<file path="config.mk">
export PLATFORM = sky130hd
export DESIGN_NAME = ctp_back
export DESIGN_NICKNAME = d
export VERILOG_FILES = /design/src/sv/ctp_pkg.sv /design/src/sv/ctp_back.sv
export SDC_FILE = /design/constraint.sdc
export NUM_CORES = 2
export LEC_CHECK = 0
export ABC_AREA = 1
export BUFFER_PORTS_ARGS = -buffer_cell sky130_fd_sc_hd__buf_2
export CAP_MARGIN = 30
export CORE_MARGIN = 1
export CORE_UTILIZATION = 40
export DETAILED_ROUTE_END_ITERATION = 6
export PLACE_DENSITY_LB_ADDON = 0.2
export REMOVE_ABC_BUFFERS = 1
export SYNTH_ARGS = -nofsm -noshare
export SYNTH_HDL_FRONTEND = slang
export SYNTH_SLANG_ARGS = --single-unit
</file>
<file path="constraint.sdc">
create_clock -name clk -period 10.2 [get_ports clk]
set_input_delay 0.51 -clock clk [delete_from_list [all_inputs] [get_ports clk]]
set_output_delay 0.51 -clock clk [all_outputs]
set_load 0.01 [all_outputs]
</file>
<file path="src/sv/ctp_pkg.sv">
// Shared types, register codes and helpers of the CSR threshold prune block.
package ctp_pkg;

  localparam int REG_IDX_W = 2;
  localparam int FILL_MAX_W = 6;

  localparam logic [REG_IDX_W-1:0] REG_MODE      = 2'd0;
  localparam logic [REG_IDX_W-1:0] REG_THRESHOLD = 2'd1;
  localparam logic [REG_IDX_W-1:0] REG_BASE      = 2'd2;

  localparam logic [1:0] MODE_FIXED = 2'd0;
  localparam logic [1:0] MODE_ROW   = 2'd1;
  localparam logic [1:0] MODE_PEAK  = 2'd2;

  typedef enum logic [1:0] {
    ENT_NONE,
    ENT_KEEP,
    ENT_DROP
  } ent_kind_t;

  typedef struct packed {
    ent_kind_t             kind;
    logic [30:0]           col;
    logic [31:0]           val;
    logic                  row_end;
    logic [FILL_MAX_W-1:0] fill;
    logic [30:0]           peak;
    logic                  ovf;
  } ctp_cmd_t;

  typedef struct packed {
    logic        is_pointer;
    logic [30:0] col;
    logic [31:0] val;
    logic [31:0] ptr;
    logic [31:0] removed;
    logic        ovf;
    logic        last;
  } ctp_res_t;

  function automatic logic [30:0] ctp_mag(input logic [31:0] v);
    logic [31:0] neg;
    neg = 32'd0 - v;
    if (!v[31]) begin
      return v[30:0];
    end else if (v == 32'h8000_0000) begin
      return 31'h7FFF_FFFF;
    end else begin
      return neg[30:0];
    end
  endfunction

endpackage

</file>
<file path="src/sv/ctp_back.sv">
// Back end: emits entry words, drains the row buffer, writes row pointers.
module ctp_back import ctp_pkg::*; #(
  parameter int ROW_CAP = 32,
  parameter int CW      = 31,
  localparam int FW     = $clog2(ROW_CAP + 1),
  localparam int AW     = (ROW_CAP > 1) ? $clog2(ROW_CAP) : 1
) (
  input  logic           clk,
  input  logic           rst_n,
  input  logic           cmd_empty,
  input  ctp_cmd_t       cmd,
  output logic           cmd_pop,
  input  logic           res_full,
  output logic           res_push,
  output ctp_res_t       res,
  output logic           row_done,
  output logic           ram_re,
  output logic [AW-1:0]  ram_raddr,
  input  logic [CW+31:0] ram_rdata,
  input  logic [31:0]    threshold,
  input  logic           base_index
);

  typedef enum logic [2:0] {
    S_IDLE,
    S_ENT,
    S_MUL,
    S_RD,
    S_CHK,
    S_PTR
  } state_t;

  state_t        state_r;
  ctp_cmd_t      cur_r;
  logic [46:0]   lim_r;
  logic [FW-1:0] idx_r;
  logic [31:0]   kept_r;
  logic [31:0]   dropped_r;
  logic [62:0]   prod;
  logic          hit;
  logic          idx_end;

  assign prod      = 63'(cur_r.peak) * 63'(threshold);
  assign hit       = {16'd0, ctp_mag(ram_rdata[31:0])} > lim_r;
  assign idx_end   = ((idx_r + FW'(1)) == cur_r.fill[FW-1:0]);
  assign ram_raddr = idx_r[AW-1:0];

  always_comb begin
    cmd_pop  = 1'b0;
    res_push = 1'b0;
    res      = '0;
    row_done = 1'b0;
    ram_re   = 1'b0;
    unique case (state_r)
      S_IDLE: cmd_pop = !cmd_empty;
      S_ENT: begin
        res.col  = cur_r.col;
        res.val  = cur_r.val;
        res.last = !cur_r.row_end;
        res_push = (cur_r.kind == ENT_KEEP) && !res_full;
      end
      S_MUL: ;
      S_RD: ram_re = 1'b1;
      S_CHK: begin
        res.col  = 31'(ram_rdata[CW+31:32]);
        res.val  = ram_rdata[31:0];
        res_push = hit && !res_full;
      end
      S_PTR: begin
        res.is_pointer = 1'b1;
        res.ptr        = 32'(base_index) + kept_r;
        res.removed    = dropped_r;
        res.ovf        = cur_r.ovf;
        res.last       = 1'b1;
        res_push       = !res_full;
        row_done       = !res_full;
      end
      default: ;
    endcase
  end

  always_ff @(posedge clk) begin
    if (!rst_n) begin
      state_r   <= S_IDLE;
      kept_r    <= '0;
      dropped_r <= '0;
    end else begin
      unique case (state_r)
        S_IDLE: begin
          if (!cmd_empty) begin
            cur_r   <= cmd;
            state_r <= S_ENT;
          end
        end
        S_ENT: begin
          if (!((cur_r.kind == ENT_KEEP) && res_full)) begin
            if (cur_r.kind == ENT_KEEP) begin
              kept_r <= kept_r + 1'b1;
            end
            if (cur_r.kind == ENT_DROP) begin
              dropped_r <= dropped_r + 1'b1;
            end
            state_r <= cur_r.row_end ? S_MUL : S_IDLE;
          end
        end
        S_MUL: begin
          lim_r   <= prod[62:16];
          idx_r   <= '0;
          state_r <= (cur_r.fill == '0) ? S_PTR : S_RD;
        end
        S_RD: state_r <= S_CHK;
        S_CHK: begin
          if (!(hit && res_full)) begin
            if (hit) begin
              kept_r <= kept_r + 1'b1;
            end else begin
              dropped_r <= dropped_r + 1'b1;
            end
            if (idx_end) begin
              state_r <= S_PTR;
            end else begin
              idx_r   <= idx_r + 1'b1;
              state_r <= S_RD;
            end
          end
        end
        S_PTR: begin
          if (!res_full) begin
            state_r <= S_IDLE;
          end
        end
        default: state_r <= S_IDLE;
      endcase
    end
  end

endmodule

</file>
* After elaboration in Yosys (flattened, before gate mapping) *
Cells that the tools add are included.

operators by class
  eq/ne operators = 18
  bitwise gates (word level) = 1
  $mul = 1
  reduce and logical (&&, ||, !) cells = 17
  order comparisons = 1
  $add $sub $neg = 5
  mux-type cells = 31

operators by type and width
  cell                                                                   number
  32-bit two-way mux                                                     8
  32-bit case mux with 2 select lines                                    2
  63-bit case mux with 2 select lines                                    1
  65-bit two-way mux                                                     1
  32-bit by 1-bit adder with 32-bit output, second input constant        2
  31-bit by 32-bit multiplier with 63-bit output                         1
  31-bit two-way mux                                                     2
  31-bit by 47-bit > comparator with 1-bit output                        1
  1-bit by 32-bit adder with 32-bit output                               1
  32-bit equality test, second input constant                            1
  1-bit by 31-bit subtractor with 31-bit output, first input constant    1
  3-bit two-way mux                                                      6
  2-bit inequality test, second input constant                           9
  3-bit case mux with 6 select lines                                     1
  6-bit two-way mux                                                      2
  6-bit case mux with 2 select lines                                     1
  5-bit AND reduction                                                    2
  4-bit AND reduction                                                    2
  6-bit by 1-bit adder with 6-bit output, second input constant          1
  3-bit by 2-bit equality test with 1-bit output, second input constant  2
  3-bit equality test, second input constant                             2
  6-bit equality test                                                    1
  6-bit zero test                                                        1
  1-bit logical AND                                                      4
  other kinds (13)                                                       19

word-level totals
  register bits after elaboration = 224
  input bits = 204
  output and inout bits = 139

* Depth between registers and ports, before layout *
  word-level depth = 7
  gate-level depth with buffers = 34
  mapped depth without buffers = 33

* Worst setup path before layout *
OpenSTA, ideal clock, no wires.

  kind = input -> register
  from = in rst_n
  to = reg cur_r[0] in the netlist's numbering, enable pin
  stages on the path = 3
  path slack = 1.642 ns
  data arrival time = 7.862 ns
  cells stage by stage = inv_1 clkbuf_1 nor3_1

between the ends
  word-level cells in the longest chain between the ends = 1

RTL lines
  what                                  line            source
  start, declared                       ctp_back.sv:9   input logic rst_n,
  3-bit AND reduction (no source line)  --
  end signal, assigned                  ctp_back.sv:91  cur_r <= cmd;
  end, declared                         ctp_back.sv:34  ctp_cmd_t cur_r;

No other way between the ends.
A chain may end at the register's enable or synchronous reset.

* Worst setup path after layout *
  from = reg cur_r[8] in the netlist's numbering
  to = reg lim_r[46], data pin

between the ends
  word-level cells in the longest chain between the ends = 1

RTL lines
  what                                            line             source
  31-bit by 32-bit multiplier with 63-bit output  ctp_back.sv:43   assign prod = 63'(cur_r.peak) * 63'(threshold);
  via prod[62]                                    ctp_back.sv:39   logic [62:0] prod;
  end signal, assigned                            ctp_back.sv:107  lim_r <= prod[62:16];
  end, declared                                   ctp_back.sv:35   logic [46:0] lim_r;

The timed path passes the listed nets, and every way through them passes these cells.

==> results.txt <==
Slowest-stage cell, CP: edfxtp_1
I/O pin total: 343
area leader, netlist: fa_1
Fin. Hold Viols: 0
final setup fails: 0
post-route setup TNS: 0 ns
R2R Path End: lim_r[46]
Tcrit/Tclk final: 77.1%
CP Capture Type: flop
Root Driver: clkbuf_16
Achievable Freq: 0.127 GHz
hpwl dp: 115 mm
Initial Util: 40.4%
commonest cells after routing, fill and taps aside: inv_1, nand2_1, fa_1
CTS Buf Count: 30
WP buf/inv: 9
crit-path leading delay family: adder cells
CTS Hold Bufs: 11
clock tree from TritonCTS: done
Critical Path RT: 10.58 ns
failing checks: DRC
WHS: 0.0463 ns
H-tree Lvls: 1
port bufs: 342
RSZ-0062 raised after global routing: false
largest net degree at the start of global routing: 66
Worst-path clk slew: 0.06 ns
Gate Count Post-Synth: 5,974
commonest non-fill, non-tap cell in the layout: inv_1
Avg Vias per Cell: 4.91
minimum clock period: 7.86 ns
post-CTS sizing: 0
Reg-to-Reg Start: cur_r[8]
detailed-route DRC error count: 208
FF-to-FF path depth: 27
worst hold-check path type: in -> reg
r2r setup slk: 2.34 ns
share of cells above drive strength 1: 7.99%
synth top area cells: fa_1, inv_1, nand2_1
source of the critical timing path: cur_r[8]
setup bufs post-CTS: 0
kind of critical path: reg -> reg
Core Region: 0.115 mm^2
Detail Route Antenna Nets: 0
DR pass1 iterations: 7
Crit path depth: 27
CP Capture Point: lim_r[46]
status: finished, violations left
DRT iter0 DRCs: 2,756
Startpoint Class: flop
CP max FO: 23
TritonCTS Sinks: 224
die area: 0.117 mm^2
Max Buffers Root-to-Sink: 3
final-report max-slew violation count: 0
DIE HEIGHT: 342 um
worst-skew pair later-pin latency: 0.65 ns
via count: 37,700
# rows: 124
GRT Residual Overflow: 0
max-cap violation count: 0
slowest stage delay, CP: 1.00 ns
Total GRT Usage: 25.0%
crit path DAT: 8.24 ns
number of synthesis warnings: 0
# fillers: 11,800
Fin Clk Skew: 0.0341 ns
top-area cell type share of the netlist area: 37.4%
DIE WIDTH: 342 um
number of global-route vias before repair: 39,800
WL per Instance: 18.8 um
global-route wire length before repair: 227 mm
worst rel slew slack: 33.2%
GPL Wtd Cong: 0.956
Netlist cell types: 47
post-layout net count: 7,504
Mean Syn Cell Area: 7.75 um^2
mapped cell area: 0.0463 mm^2
sequential element share of the synthesized area: 13.1%
WL final: 144 mm
worst slew pin tran: 1.00 ns
initial antenna violation count: 4
Seq cells post-synth: 224
area grow syn2layout: 8.69%
==> cell usage after synthesis, drive strengths merged <==
master and instances:
a31oi 18, or2 3, o21a 10, ha 290, edfxtp 157, dfxtp 67, o21ai 135, a22o 34
fa 865, xor2 95, nand2 1501, nor2 317, a211oi 3, nor4 18, o211ai 12, xnor2 15
nor3b 1, o21bai 9, a21oi 174, buf 38, and2 3, nor3 64, nand4 32, a21o 20
a22oi 2, nand3b 3, a32o 2, nand3 129, o2111ai 3, a21boi 7, clkbuf 224, inv 1720
o31ai 3
==> metrics by stage <==
stage / setup slack (ns) / utilization [%] / area (um^2) / cells
floorplan: 1.20 / - / 45300 / 5712
global placement: 2.34 / 43.0 / 49200 / 7614
detailed placement: 2.32 / 43.0 / 49200 / 7614
CTS: 2.34 / 44.0 / 50300 / 7681
global route: 1.95 / 44.0 / 50300 / 7682
finish: 2.34 / 44.0 / 50300 / 7683
==> per-layer routing <==
metal / track usage, % / vias to the layer above / wire (um) / part of all wire, %
met3: 2.74 / 172 / 9040 / 6.3
met4: 5.47 / 2 / 3210 / 2.2
met2: 43.0 / 1190 / 68800 / 48
met5: 0 / - / 13 / 0.0090
met1: 33.9 / 18700 / 63100 / 44
li1: - / 17600 / - / -
==> registers in the layout (all words and copies together) (netlist names) <==
register and cells:
kept_r 32, lim_r 47, idx_r 6, cur_r 104, state_r 3, dropped_r 32
==> worst min path at each step <==
stage	startpoint	cells after the start	endpoint
after global routing	cmd[21]	1	cur_r[21]
after CTS	cmd[31]	1	cur_r[31]
after floorplan	dropped_r[30]	2	dropped_r[30]
final	cmd[21]	1	cur_r[21]
after detailed placement	dropped_r[30]	2	dropped_r[30]
after global placement	dropped_r[31]	2	dropped_r[31]
==> cell type report <==
cell class                      count  area (um^2)  area share [%]
Timing Repair Buffer              401         2180            4.33
Clock buffer                       33          762            1.51
Sequential cell                   224         6060            12.0
Inverter                         1720         6460            12.8
Tap cell                         1512         1890            3.76
Clock inverter                     23          220           0.437
Antenna cell                        2         5.00         0.00994
Multi-Input combinational cell   3768        32800            65.1
==> kinds of logic (layout without fill, tap and decap cells) <==
logic type,Yosys count,in the layout,synth area share (%)
DFF,224,224,13.1
other,0,2,0
adders and majority gates,1155,1155,45.2
and+or+nand+nor,2071,2071,18.0
xor gates and xnor gates,110,110,2.08
AOI/OAI and AO/OA,432,432,5.40
buffers and inverters,1982,2177,16.2
Power is not shown: default switching activity piles up to over one toggle a cycle in this logic, so the estimate is an artifact.
