File: src/sv/ctp_queue.sv
// Small first-in first-out queue of words.
module ctp_queue #(
  parameter int W     = 8,
  parameter int DEPTH = 2,
  localparam int PW   = $clog2(DEPTH),
  localparam int CNTW = $clog2(DEPTH + 1)
) (
  input  logic         clk,
  input  logic         rst_n,
  input  logic         push,
  input  logic [W-1:0] din,
  input  logic         pop,
  output logic [W-1:0] dout,
  output logic         full,
  output logic         empty
);

  logic [W-1:0]    mem_r [DEPTH];
  logic [PW-1:0]   wp_r;
  logic [PW-1:0]   rp_r;
  logic [CNTW-1:0] cnt_r;
  logic            do_push;
  logic            do_pop;

  assign full    = (cnt_r == CNTW'(DEPTH));
  assign empty   = (cnt_r == '0);
  assign dout    = mem_r[rp_r];
  assign do_push = push && !full;
  assign do_pop  = pop && !empty;

  always_ff @(posedge clk) begin
    if (do_push) begin
      mem_r[wp_r] <= din;
    end
  end

  always_ff @(posedge clk) begin
    if (!rst_n) begin
      wp_r  <= '0;
      rp_r  <= '0;
      cnt_r <= '0;
    end else begin
      if (do_push) begin
        wp_r <= (wp_r == PW'(DEPTH - 1)) ? '0 : wp_r + 1'b1;
      end
      if (do_pop) begin
        rp_r <= (rp_r == PW'(DEPTH - 1)) ? '0 : rp_r + 1'b1;
      end
      if (do_push && !do_pop) begin
        cnt_r <= cnt_r + 1'b1;
      end else if (do_pop && !do_push) begin
        cnt_r <= cnt_r - 1'b1;
      end
    end
  end

endmodule

File: config.mk
export PLATFORM = sky130hd
export DESIGN_NAME = ctp_queue
export DESIGN_NICKNAME = d
export VERILOG_FILES = /design/src/sv/ctp_queue.sv
export SDC_FILE = /design/constraint.sdc
export NUM_CORES = 1
export LEC_CHECK = 0
export BUFFER_PORTS_ARGS = -buffer_cell sky130_fd_sc_hd__buf_4
export CAP_MARGIN = 20
export CORE_ASPECT_RATIO = 1.75
export CORE_MARGIN = 5
export CORE_UTILIZATION = 35
export CTS_CLUSTER_SIZE = 30
export DETAILED_ROUTE_END_ITERATION = 10
export PLACE_DENSITY = 0.63
export SETUP_SLACK_MARGIN = 0.02
export SYNTH_ARGS = -nofsm -noshare
export SYNTH_HDL_FRONTEND = slang
export SYNTH_SLANG_ARGS = --single-unit
File: constraint.sdc
create_clock -name clk -period 3.7 [get_ports clk]
set_input_delay 0.185 -clock clk [delete_from_list [all_inputs] [get_ports clk]]
set_output_delay 0.185 -clock clk [all_outputs]
set_load 0.02 [all_outputs]
==> Word level (Yosys, flattened, before mapping) <==
Memories as Yosys holds them, arrays and structs flattened. A register that Yosys moved wholly into a read port is not among the register bits.
Index checks and enable logic that the tools add are counted.
{ "classes": {"addsub": 4, "n_eq_ne": 1, "muxes": 8, "reduce_logical": 10} }
{ "ops": {"columns": ["operator", "count"], "rows": [
  ["two-way mux 1 bit", 6],
  ["logical AND 1 bit", 4],
  ["logical NOT 1 bit", 4],
  ["two-way mux 2 bit", 2],
  ["adder 1 bit, second input constant", 2],
  ["adder 2 x 1 -> 2 bit, second input constant", 1],
  ["== test 2 bit, second input constant", 1],
  ["logical NOT 2 bit", 1],
  ["nonzero test 2 bit", 1],
  ["subtractor 2 x 1 -> 2 bit, second input constant", 1]
]} }
{ "word_totals": {"register_bits": 4, "ram_bits": 16, "inputBits": 12, "output_inout_bits": 10, "n_memories": 1} }
{ "mem_list": {"columns": ["memory", "words", "word_bits", "read_ports", "rd_ports_with_merged_regs", "write_ports", "line", "rtl"], "rows": [
  ["mem_r", 2, 8, 1, 1, 1, "18", "logic [W-1:0] mem_r [DEPTH];"]
]} }

==> Longest topological paths before layout <==
{ "depth": {"ltp_word": 7, "mapped_depth": 7, "mapped_depth_nobuf": 7} }

==> Least setup slack after synthesis <==
Ideal clock, no wire load.
{ "synth_path": {"kind": "flip-flop to flip-flop", "start": "register cnt_r[0]", "end": "register cnt_r[1]", "setup_ps": 70, "t_arrival_ps": 1444, "slack_ps": 2186, "path_stages_with_launch": 7, "synth_period_minus_slack_ps": 1514, "path_cell_list": "dfxtp_1 -> nand2b_1 -> inv_2 -> nor2_1 -> ha_1 -> or3_1 -> a21boi_1"} }
{ "synth_via": {"elab_chain_len": 6, "word_cells_on_any_way": 15} }
{ "synth_lines": {"columns": ["item", "line", "rtl"], "rows": [
  ["start, declared", "21", "logic [CNTW-1:0] cnt_r;"],
  ["start signal, assigned", "50", "cnt_r <= cnt_r + 1'b1;"],
  ["start signal, assigned", "52", "cnt_r <= cnt_r - 1'b1;"],
  ["== test 2 bit *", "25", "assign full = (cnt_r == CNTW'(DEPTH));"],
  ["net full", "14", "output logic full,"],
  ["logical NOT 1 bit *", "28", "assign do_push = push && !full;"],
  ["logical AND 1 bit *", "28", null],
  ["logical NOT 1 bit", "51", "end else if (do_pop && !do_push) begin"],
  ["logical AND 1 bit", "51", null],
  ["nonzero test 2 bit (no line)", null, null]
]} }
Mark *: on every way through the listed nets, which the timed path passes. The rest lies on a longest branch. The select of a mux whose other input is x is not followed.
A chain may end at the register's enable or synchronous reset.

==> Final worst setup path <==
{ "layout_path": {"start": "register cnt_r[0]", "end": "register cnt_r[1]"} }
{ "layout_via": {"elab_chain_len": 6, "word_cells_on_any_way": 15} }
{ "layout_lines": {"columns": ["item", "line"], "rows": [
  ["== test 2 bit or logical NOT 2 bit (tied branches)", "25, 26"],
  ["logical NOT 1 bit (on tied branches)", "28, 29"],
  ["logical AND 1 bit (on tied branches)", "28, 29"],
  ["logical NOT 1 bit (on tied branches)", "51, 49"],
  ["logical AND 1 bit (on tied branches)", "51, 49"],
  ["nonzero test 2 bit (no line) or two-way mux 2 bit (tied branches)", null]
]} }
Several ways; a longest one is shown, not always the timed one. The select of a mux whose other input is x is not followed.

==> run_summary.xml <==
<?xml version="1.0" encoding="UTF-8"?>
<metrics>
  <group name="route">
    <metric name="post_drt_via_cell_ratio" unit="">4.75</metric>
    <metric name="final_antenna_net_count" unit="">0</metric>
    <metric name="drc_errors" unit="">0</metric>
    <metric name="first_iter_violations" unit="">6</metric>
    <metric name="drt_wl_cell" unit="um">12.9</metric>
    <metric name="routed-via-count" unit="">470</metric>
    <metric name="drt-pass1-iter-count" unit="">2</metric>
    <metric name="wirelength" unit="mm">1.28</metric>
  </group>
  <group name="setup_path">
    <metric name="cp-start-kind" unit="">flop</metric>
    <metric name="worst-endpoint-arrival" unit="ns">1.77</metric>
    <metric name="regToRegStartpoint" unit="">cnt_r[0]$_SDFFE_PN0P_</metric>
    <metric name="worst-r2r-cell-count" unit="">6</metric>
    <metric name="worst-r2r-setup-slack" unit="ns">2.12</metric>
    <metric name="timing.rr.end" unit="">cnt_r[1]$_SDFFE_PN0P_</metric>
    <metric name="timing.critical_path.required" unit="ns">3.89</metric>
    <metric name="path_max_fanout" unit="">5</metric>
    <metric name="setup.worst_path.class" unit="">flop to flop</metric>
    <metric name="cp-end-kind" unit="">flop</metric>
  </group>
  <group name="die">
    <metric name="core_area" unit="mm2">0.00224</metric>
    <metric name="chipWidth" unit="um">46.4</metric>
    <metric name="die_h" unit="um">73.6</metric>
    <metric name="initial_utilization" unit="%">36.1</metric>
    <metric name="placement_rows" unit="">23</metric>
    <metric name="die_area" unit="mm2">0.00341</metric>
    <metric name="ioPinCount" unit="">22</metric>
  </group>
  <group name="logic_synthesis">
    <metric name="synth_area_leaders" unit="">edfxtp_1 59%, dfxtp_1 12%, mux2_2 11%</metric>
    <metric name="post-synth-top-area-cell" unit="">edfxtp_1</metric>
    <metric name="ys.warnings.count" unit="">0</metric>
    <metric name="post_synth_inst_count" unit="">50</metric>
    <metric name="syn_avg_cell_area" unit="um2">16.2</metric>
    <metric name="netlist_area" unit="um2">810</metric>
    <metric name="synth_sequential_area_ratio" unit="%">71.7</metric>
    <metric name="ys_seq_elements" unit="">21</metric>
    <metric name="netlist.area_leader.share" unit="%">59.4</metric>
    <metric name="postSynthNetCount" unit="">63</metric>
    <metric name="synth.lib_cells_used.distinct" unit="">20</metric>
  </group>
  <group name="sta">
    <metric name="timing_worst_slew_pin_value" unit="ns">0.648</metric>
    <metric name="slew_headroom" unit="%">56.6</metric>
    <metric name="fin_crit" unit="ns">1.58</metric>
    <metric name="report.final.hold_viol_count" unit="">0</metric>
    <metric name="achievable-frequency" unit="MHz">634</metric>
    <metric name="unrepaired_setup_endpoints_after_global_routing" unit="">false</metric>
    <metric name="finClkSkew" unit="ns">0.00194</metric>
    <metric name="setup_tns" unit="ns">0</metric>
    <metric name="min_period_over_period" unit="%">42.6</metric>
    <metric name="report.final.slew_viol_count" unit="">0</metric>
    <metric name="setup_viol" unit="">0</metric>
    <metric name="final.hold.worst_slack" unit="ns">0.114</metric>
  </group>
  <group name="power">
    <metric name="total_leakage_power" unit="nW">0.407</metric>
    <metric name="power.density_cell_area" unit="mW/mm2">699</metric>
    <metric name="irDropWorstVdd" unit="mV">0.328</metric>
  </group>
  <group name="clock_network">
    <metric name="number_of_hold_buffers_added_after_cts" unit="">0</metric>
    <metric name="clock_insertion_delay_worst_skew" unit="ns">0.25</metric>
    <metric name="clock-sinks" unit="">21</metric>
    <metric name="htree_levels" unit="">1</metric>
    <metric name="post-cts-setup-buffer-count" unit="">0</metric>
    <metric name="cts_made_buffers" unit="">3</metric>
    <metric name="resize_count_post_cts" unit="">0</metric>
    <metric name="cts_tree" unit="">done</metric>
    <metric name="clk_path_buf_depth" unit="">2</metric>
    <metric name="root_buffer" unit="">clkbuf_8</metric>
    <metric name="clkSlewWorstSetupHoldPaths" unit="ns">0.07</metric>
  </group>
  <group name="flow_run">
    <metric name="cap_violations" unit="">0</metric>
  </group>
  <group name="global_route">
    <metric name="grt_pass1_wl" unit="mm">2.05</metric>
    <metric name="antenna_found_initial" unit="">0</metric>
    <metric name="grt_max_degree" unit="">13</metric>
    <metric name="overflow" unit="">0</metric>
    <metric name="first_global_vias" unit="">513</metric>
    <metric name="grt.total_usage" unit="%">8.77</metric>
  </group>
  <group name="min_path">
    <metric name="hold_path_depth" unit="">1</metric>
    <metric name="min_delay_worst_endpoint" unit="">mem_r[1][0]$_DFFE_PP_</metric>
    <metric name="hp-start" unit="">din[0]</metric>
    <metric name="hold_path.class" unit="">primary input to flop</metric>
  </group>
  <group name="finish">
    <metric name="area_of_the_multi_input_gates" unit="um2">216</metric>
    <metric name="layout-drive-gt1-share" unit="%">47.3</metric>
    <metric name="layout_overhead_on_the_synthesized_area" unit="%">28.4</metric>
    <metric name="final_nets" unit="">88</metric>
    <metric name="antenna_cells_inserted" unit="">0</metric>
    <metric name="regArea" unit="um2">581</metric>
    <metric name="fillCellCount" unit="">222</metric>
  </group>
  <group name="place">
    <metric name="portBuffers" unit="">21</metric>
    <metric name="gp_congestion" unit="">0.708</metric>
  </group>
  <group name="status">
    <metric name="outcome" unit="">complete, no violations</metric>
  </group>
</metrics>
final cells by class:
type	count	area share, %
flip-flops and latches	21	55.8
repair buffers	21	15.2
multi-input cells	26	20.8
inverters	2	0.722
well taps	25	3.01
clock buffers	3	3.97
clock inverters	1	0.481
flip-flops by register name (all words and copies together), names as in the netlist, named ones only:
register  cells
wp_r          1
rp_r          1
mem_r        16
cnt_r         2
critical path, stage by stage (launching register included):
cell,delay [ns]
dfxtp_1,0.42
nand2b_1,0.18
inv_2,0.06
nor2_1,0.09
ha_1,0.26
or3_1,0.36
a21boi_1,0.14
cell usage in the layout, fill, tap and decap left out, drive strengths merged, types with 3 or more instances in the layout:
cell | netlist | routed
and2 | 3 | 3
dfxtp | 5 | 5
clkbuf | 0 | 3
edfxtp | 16 | 16
mux2 | 8 | 8
buf | 1 | 21
where the power goes:
part	switching, mW	internal, mW	total (mW)
combinational	0.126	0.127	0.253
clock	0.0665	0.0748	0.141
sequential	0.0311	0.301	0.333
total	0.223	0.504	0.727
synthesized netlist by cell type:
cell type	instances
a21boi_0	1
a21boi_1	1
and2_1	3
and3_1	1
buf_2	1
dfxtp_1	5
edfxtp_1	16
ha_1	1
inv_1	1
inv_2	1
mux2_2	8
nand2b_1	1
nor2_1	2
nor3_2	1
o21a_1	1
o21ai_0	1
o21ai_1	1
or3_1	1
xnor2_1	2
xor2_1	1
metal layers:
layer / wire (um) / track usage, % / vias to the layer above / part of all wire [%]
met5: 0 / 0 / - / 0
li1: - / - / 229 / -
met2: 711 / 15.2 / 14 / 56
met3: 96 / 1.23 / 4 / 7.5
met4: 51 / 8.54 / 0 / 4.0
met1: 420 / 7.89 / 223 / 33
cell families after synthesis:
logic type	count (synthesis)	synth area share [%]
flops	21	71.7
mux	8	11.1
buf+inv	3	1.54
simple gates	9	6.80
compound gates	5	4.02
fa+ha+maj	1	1.55
xor+xnor	3	3.25
per-stage QoR:
stage               cells  utilization (%)  instance area (um2)  worst slack, ns  power (mW)
detailed placement     95             44.3                  993             2.13       0.597
global route           99             46.3                 1040             2.00       0.770
CTS                    99             46.3                 1040             2.11       0.739
floorplan              50                -                  810             2.19       0.502
finish                 99             46.3                 1040             2.12       0.727
global placement       95             44.3                  993             2.18       0.591
how the worst max path moves through the flow:
stage	start	endpoint	slack (ns)
floorplan	cnt_r[0]$_SDFFE_PN0P_	cnt_r[1]$_SDFFE_PN0P_	2.19
detailed placement	cnt_r[0]$_SDFFE_PN0P_	cnt_r[1]$_SDFFE_PN0P_	2.13
global placement	cnt_r[0]$_SDFFE_PN0P_	mem_r[0][5]$_DFFE_PP_	2.18
finish	cnt_r[0]$_SDFFE_PN0P_	cnt_r[1]$_SDFFE_PN0P_	2.12
global route	cnt_r[0]$_SDFFE_PN0P_	cnt_r[1]$_SDFFE_PN0P_	2.00
CTS	cnt_r[0]$_SDFFE_PN0P_	cnt_r[1]$_SDFFE_PN0P_	2.11
(Power assumes the default switching activity.)
