===== config.mk =====
export PLATFORM = sky130hd
export DESIGN_NAME = ctp_ram
export DESIGN_NICKNAME = d
export VERILOG_FILES = /design/src/sv/ctp_ram.sv
export SDC_FILE = /design/constraint.sdc
export NUM_CORES = 2
export LEC_CHECK = 0
export BUFFER_PORTS_ARGS = -buffer_cell sky130_fd_sc_hd__buf_2
export CAP_MARGIN = 20
export CELL_PAD_IN_SITES_DETAIL_PLACEMENT = 1
export CELL_PAD_IN_SITES_GLOBAL_PLACEMENT = 2
export CORE_UTILIZATION = 47
export CTS_CLUSTER_DIAMETER = 150
export DETAILED_ROUTE_END_ITERATION = 12
export GPL_TIMING_DRIVEN = 1
export PLACE_DENSITY = 0.82
export SLEW_MARGIN = 10
export SYNTH_ARGS = -nofsm -noshare
export SYNTH_HDL_FRONTEND = slang
export SYNTH_SLANG_ARGS = --single-unit

===== constraint.sdc =====
create_clock -name clk -period 4.03 [get_ports clk]
set_input_delay 0 -clock clk [delete_from_list [all_inputs] [get_ports clk]]
set_output_delay 0 -clock clk [all_outputs]
set_load 0.05 [all_outputs]

===== src/sv/ctp_ram.sv =====
// Generic single-write, single-read RAM with registered read data.
module ctp_ram #(
  parameter int W     = 63,
  parameter int DEPTH = 32,
  localparam int AW   = (DEPTH > 1) ? $clog2(DEPTH) : 1
) (
  input  logic          clk,
  input  logic          we,
  input  logic [AW-1:0] waddr,
  input  logic [W-1:0]  wdata,
  input  logic          re,
  input  logic [AW-1:0] raddr,
  output logic [W-1:0]  rdata
);

  logic [W-1:0] mem_r [DEPTH];

  always_ff @(posedge clk) begin
    if (we) begin
      mem_r[waddr] <= wdata;
    end
    if (re) begin
      rdata <= mem_r[raddr];
    end
  end

endmodule


Word level (Yosys, flattened, before mapping). Memories as Yosys holds them, arrays and structs flattened. A register that Yosys moved wholly into a read port is not among the register bits. Cells that the tools add are included.

Register bits after elaboration: 0. Memories kept: 1. Input bits: 76. RAM bits: 2016. Output and inout port bits: 63.

Muxes and demuxes: 2.

Memory list: mem_r (words 32, bits a word 63, rd ports 1, clocked after Yosys merged registers in 1, write ports 1, RTL line 16) `logic [W-1:0] mem_r [DEPTH];`.

Operator list (count): $mux W1 (2).

Depth between registers and ports, before layout.
Depth in word-level cells: 2. Mapped depth: 9. Gate-level depth less buffers: 4.

Least setup slack after synthesis. Ideal clock, no wire load.

Kind: input -> register. Start point: in waddr[1]. End point: mem mem_r[12][0], enable pin. Setup time: 484 ps. Data required time: 3546 ps. Arrival time: 3294 ps. Buffers on the path: 1. Cell stages on the path: 3. Setup slack: 251 ps. Cell sequence: or3b_2 -> clkbuf_1 -> nor2_1.

RTL lines: start: declaration (RTL line 9) `input logic [AW-1:0] waddr,`; end: declaration (RTL line 16).

No word-level cell before the write port.

Worst setup path after layout.
Start point: in waddr[4]. End point: mem mem_r[18][18], enable pin.

No word-level cell before the write port.

==> impl_metrics.prom <==
# TYPE chip_impl_metric gauge
chip_impl_metric{name="grt_antenna_before_repair",unit=""} 13
chip_impl_metric{name="finalHoldViolations",unit=""} 0
chip_impl_metric{name="design_power_total",unit="mW"} 45.0
chip_impl_metric{name="post_synth_num_cell_types",unit=""} 28
chip_impl_metric{name="maxClockFrequency",unit="MHz"} 332
chip_impl_metric{name="ys_warn_count",unit=""} 0
chip_impl_metric{name="synth_compound_area_frac",unit=""} 0.00496
chip_impl_info{name="ys_top_cells_by_area",value="sky130_fd_sc_hd__edfxtp_1, sky130_fd_sc_hd__mux4_2, sky130_fd_sc_hd__mux2_2"} 1
chip_impl_info{name="rsz0062_at_grt",value="false"} 1
chip_impl_metric{name="postPlaceCellArea",unit="sq um"} 82900
chip_impl_metric{name="ys_seq_elements",unit=""} 2079
chip_impl_metric{name="worst_slew_margin_rel",unit=""} 0.216
chip_impl_metric{name="period_minus_slack",unit="ns"} 3.01
chip_impl_metric{name="post_synth_fa_ha_maj_area_fraction",unit=""} 0
chip_impl_metric{name="seqPwrFrac",unit=""} 0.539
chip_impl_metric{name="grt_max_degree",unit=""} 79
chip_impl_metric{name="floorplan.rows",unit=""} 149
chip_impl_metric{name="post_route_cells_drive_above_1_share",unit=""} 0.343
chip_impl_info{name="end_kind",value="flop"} 1
chip_impl_metric{name="power.clock.fraction",unit=""} 0.408
chip_impl_info{name="worst_path_most_repeated_cell",value="sky130_fd_sc_hd__dlygate4sd3_1"} 1
chip_impl_info{name="critical_r2r_capture",value="rdata[3]"} 1
chip_impl_metric{name="mapped_avg_cell_area",unit="sq um"} 25.7
chip_impl_metric{name="worst_hold_slack",unit="ns"} 0.0705
chip_impl_metric{name="finalSetupTns",unit="ns"} 0
chip_impl_metric{name="pin_count",unit=""} 139
chip_impl_metric{name="worst_reg2reg_setup_slack",unit="ns"} 1.68
chip_impl_metric{name="swShare",unit=""} 0.216
chip_impl_metric{name="placedCellCount",unit=""} 5346
chip_impl_metric{name="finalMaxSlewViolations",unit=""} 0
chip_impl_metric{name="cap_viol_max_count",unit=""} 0
chip_impl_metric{name="critical_path.max_fanout",unit=""} 10
chip_impl_metric{name="gp_routability_congestion",unit=""} 0.730
chip_impl_metric{name="drt.antenna.violating_nets",unit=""} 0
chip_impl_info{name="startpoint_type",value="input port"} 1
chip_impl_metric{name="drc",unit=""} 24
chip_impl_metric{name="hold-path-cell-count",unit=""} 3
chip_impl_metric{name="grt_usage",unit=""} 0.244
chip_impl_metric{name="vdd_drop_max",unit="V"} 0.000391
chip_impl_info{name="critical_path.cell_chain",value="dlygate4sd3_1 > buf_2 > or3b_2 > dlygate4sd3_1 > nor2_4 > dlygate4sd3_1"} 1
chip_impl_metric{name="stdcell_area",unit="sq um"} 90100
chip_impl_metric{name="pwr_density_cell",unit="nW/um^2"} 500
chip_impl_metric{name="cts.sink_count",unit=""} 2079
chip_impl_info{name="critical-path-slowest-cell",value="sky130_fd_sc_hd__dlygate4sd3_1"} 1
chip_impl_metric{name="finalNonFillerCells",unit=""} 5798
chip_impl_metric{name="seq_area_frac_synth",unit=""} 0.796
chip_impl_metric{name="detail_route.iter0.violations",unit=""} 4741
chip_impl_metric{name="hpwl",unit="um"} 103000
chip_impl_metric{name="max_slew.worst_pin.slew",unit="ns"} 1.18
chip_impl_metric{name="worstRegToRegCells",unit=""} 5
chip_impl_metric{name="p_switching",unit="mW"} 9.73
chip_impl_metric{name="synthesis.instances",unit=""} 3055
chip_impl_metric{name="overflow",unit=""} 0
chip_impl_metric{name="vias",unit=""} 36300
chip_impl_metric{name="internal_power_summed_over_all_cells",unit="mW"} 35.3
chip_impl_metric{name="comb_power_share",unit=""} 0.053
chip_impl_metric{name="first_global_vias",unit=""} 38500
chip_impl_metric{name="synthSimpleGateAreaFrac",unit=""} 0.00384
chip_impl_metric{name="via_per_inst",unit=""} 6.26
chip_impl_metric{name="initial_core_util",unit=""} 0.474
chip_impl_metric{name="fill_cells",unit=""} 13700
chip_impl_info{name="r2r_start",value="mem_r[11][3]"} 1
chip_impl_metric{name="post_synth_instance_area",unit="sq um"} 78400
chip_impl_metric{name="die_w",unit="um"} 411
chip_impl_metric{name="cp_data_required_time",unit="ns"} 4.50
chip_impl_metric{name="dieHeight",unit="um"} 411
chip_impl_metric{name="yosys.area_share.xor_xnor",unit=""} 0
chip_impl_metric{name="floorplan.core_area",unit="sq um"} 165000
chip_impl_metric{name="layout_worst_path_cycle_share",unit=""} 0.747
chip_impl_info{name="yosys.area.top_type",value="sky130_fd_sc_hd__edfxtp_1"} 1
chip_impl_metric{name="synth.top_cell.area_share",unit=""} 0.796
chip_impl_metric{name="clk_pin_slew_worst_paths",unit="ns"} 0.06
chip_impl_metric{name="total_leakage_power",unit="nW"} 28.0
chip_impl_metric{name="dieArea",unit="sq um"} 169000
chip_impl_info{name="crit_type",value="in -> reg"} 1
chip_impl_metric{name="grt_pass1_wl",unit="um"} 286000
chip_impl_metric{name="setup-violations-final",unit=""} 0
chip_impl_metric{name="synth_mux_area_frac",unit=""} 0.185
chip_impl_metric{name="max-clock-path-buffers",unit=""} 3
chip_impl_metric{name="area_growth_from_synthesis_to_final_layout",unit="%"} 14.9
chip_impl_metric{name="layout.nets",unit=""} 3514
chip_impl_metric{name="worst_clock_skew",unit="ns"} 0.0465
chip_impl_info{name="cts_tree",value="yes"} 1
chip_impl_metric{name="detail_route.first_pass.iterations",unit=""} 9
chip_impl_metric{name="detail_route.wl_per_cell",unit="um"} 35.1
chip_impl_metric{name="total_of_buffers_placed_on_input_and_output_ports",unit=""} 138
chip_impl_metric{name="cts_buffers",unit=""} 201
chip_impl_info{name="outcome",value="complete, but fails checks"} 1
chip_impl_info{name="combinational_family_with_the_most_area_after_synthesis",value="multiplexers"} 1
chip_impl_info{name="holdPathEnd",value="rdata[62]"} 1
chip_impl_metric{name="clkLatencyLatePin",unit="ns"} 0.84
chip_impl_metric{name="cts-htree-levels",unit=""} 4
chip_impl_info{name="clock_root_cell",value="sky130_fd_sc_hd__clkbuf_16"} 1
chip_impl_info{name="failing_checks",value="DRC"} 1
chip_impl_metric{name="syn-num-nets",unit=""} 3131
chip_impl_info{name="hold_path_startpoint",value="raddr[1]"} 1
chip_impl_metric{name="route.final.wire_length",unit="um"} 203000
chip_impl_metric{name="crit_arrival",unit="ns"} 3.48
chip_impl_info{name="worst_hold_path_type",value="in -> reg"} 1
chip_impl_metric{name="worst_path_largest_cell_delay",unit="ns"} 1.11
cells by family after synthesis:
group           count (synthesis)
flops                        2079
buf+inv                       157
simple gates                   64
compound gates                 53
mux                           702
state kept, by name (all words and copies together), names as in the netlist:
name,count
mem_r,2016
rdata,63
cell type report:
class / count / area (sq um) / share of cell area
Antenna cell: 4 / 10.0 / 0.000111
Inverter: 1 / 5.00 / 0.0000555
Clock inverter: 121 / 1170 / 0.0129
Clock buffer: 249 / 5210 / 0.0578
Multi-Input combinational cell: 819 / 15400 / 0.171
Timing Repair Buffer: 336 / 3100 / 0.0344
Sequential cell: 2079 / 62400 / 0.693
Tap cell: 2189 / 2740 / 0.0304
worst max path at each step:
stage / startpoint / endpoint / slack [ns] / cells after the start
final: waddr[4] / mem_r[18][18] / 1.02 / 6
after global routing: waddr[3] / mem_r[18][17] / 1.01 / 6
after global placement: raddr[0] / rdata[59] / 1.42 / 6
after CTS: waddr[4] / mem_r[18][17] / 1.07 / 6
after floorplan: waddr[1] / mem_r[12][0] / 0.25 / 3
after detailed placement: raddr[0] / rdata[5] / 1.37 / 5
synthesized netlist by cell type:
| master | number |
|---|---|
| sky130_fd_sc_hd__buf_1 | 15 |
| sky130_fd_sc_hd__nor2b_1 | 3 |
| sky130_fd_sc_hd__mux2i_1 | 39 |
| sky130_fd_sc_hd__mux4_2 | 591 |
| sky130_fd_sc_hd__nand2b_1 | 2 |
| sky130_fd_sc_hd__inv_1 | 1 |
| sky130_fd_sc_hd__mux2_2 | 72 |
| sky130_fd_sc_hd__o22ai_1 | 9 |
| sky130_fd_sc_hd__o2bb2ai_1 | 3 |
| sky130_fd_sc_hd__buf_2 | 37 |
| sky130_fd_sc_hd__nor2_1 | 42 |
| sky130_fd_sc_hd__o21ai_0 | 10 |
| sky130_fd_sc_hd__clkbuf_1 | 64 |
| sky130_fd_sc_hd__a211oi_1 | 4 |
| sky130_fd_sc_hd__buf_4 | 36 |
| sky130_fd_sc_hd__a221oi_1 | 12 |
| sky130_fd_sc_hd__nand2_1 | 2 |
| sky130_fd_sc_hd__edfxtp_1 | 2079 |
| sky130_fd_sc_hd__buf_6 | 4 |
| sky130_fd_sc_hd__and2_1 | 4 |
| sky130_fd_sc_hd__or3_1 | 1 |
| sky130_fd_sc_hd__o31a_1 | 4 |
| sky130_fd_sc_hd__nand3b_1 | 5 |
| sky130_fd_sc_hd__a22oi_1 | 4 |
| sky130_fd_sc_hd__o211ai_1 | 4 |
| sky130_fd_sc_hd__or3b_2 | 3 |
| sky130_fd_sc_hd__nand3_1 | 2 |
| sky130_fd_sc_hd__o221ai_1 | 3 |
power groups by stage:
stage | Clock, mW | Sequential [mW] | Combinational [mW]
4_1_cts | 18.6 | 24.3 | 2.39
5_1_grt | 19.2 | 24.3 | 2.50
6_report | 18.4 | 24.3 | 2.37
3_3_place_gp | 0 | 24.7 | 2.23
2_1_floorplan | 0 | 24.9 | 1.22
3_5_place_dp | 0 | 24.7 | 2.31
what timing repair did:
item | 4_1_cts | 5_1_grt
endpoints found under the setup margin | 0 | 0
hold buffers | 77 | 0
endpoints found under the hold margin | 2114 | 0
resized for setup | 0 | 0
setup buffers | 0 | 0
per-stage QoR:
step                      utilization  worst slack [ns]
after floorplan                     -             0.251
after global placement          0.502              1.42
after detailed placement        0.502              1.37
after CTS                       0.545              1.07
after global routing            0.545              1.01
final                           0.545              1.02
critical path: cells and delay by family:
kind                   cells  cell delay, ns
buffers and inverters      4            2.58
and+or+nand+nor            2            0.89
metal layers:
layer  GRT usage  share of wire  vias up  wire length, um
li1            -              -    14100                -
met1       0.331           0.38    19700            77900
met2       0.397           0.49     2009           100000
met3      0.0531          0.092      375            18700
met4      0.0775          0.031       16             6280
met5           0        0.00057        -              115
cells in the final DEF (no fill, tap or decap), types with 3 or more instances in the layout:
master,netlist,routed
sky130_fd_sc_hd__and2_1,4,4
sky130_fd_sc_hd__o2bb2ai_1,3,3
sky130_fd_sc_hd__a22oi_1,4,4
sky130_fd_sc_hd__bufinv_16,0,15
sky130_fd_sc_hd__o31a_1,4,4
sky130_fd_sc_hd__clkinvlp_4,0,9
sky130_fd_sc_hd__or3b_2,3,3
sky130_fd_sc_hd__a211oi_1,4,4
sky130_fd_sc_hd__clkinv_1,0,42
sky130_fd_sc_hd__inv_16,0,3
sky130_fd_sc_hd__buf_4,36,67
sky130_fd_sc_hd__buf_2,37,132
sky130_fd_sc_hd__clkinv_2,0,39
sky130_fd_sc_hd__buf_8,0,3
sky130_fd_sc_hd__nor2b_1,3,3
sky130_fd_sc_hd__o211ai_1,4,4
sky130_fd_sc_hd__clkbuf_1,64,48
sky130_fd_sc_hd__a221oi_1,12,12
sky130_fd_sc_hd__o22ai_1,9,9
sky130_fd_sc_hd__edfxtp_1,2079,2079
sky130_fd_sc_hd__inv_6,0,5
sky130_fd_sc_hd__mux2_2,72,72
sky130_fd_sc_hd__clkinv_8,0,4
sky130_fd_sc_hd__buf_12,0,55
sky130_fd_sc_hd__nor2_4,0,32
sky130_fd_sc_hd__dlygate4sd3_1,0,77
sky130_fd_sc_hd__nand3b_1,5,5
sky130_fd_sc_hd__mux2i_1,39,39
sky130_fd_sc_hd__diode_2,0,4
sky130_fd_sc_hd__o21ai_0,10,10
sky130_fd_sc_hd__nor2_1,42,10
sky130_fd_sc_hd__clkinv_16,0,4
sky130_fd_sc_hd__mux4_2,591,591
sky130_fd_sc_hd__o221ai_1,3,3
sky130_fd_sc_hd__clkbuf_16,0,201
(Power assumes the default switching activity.)
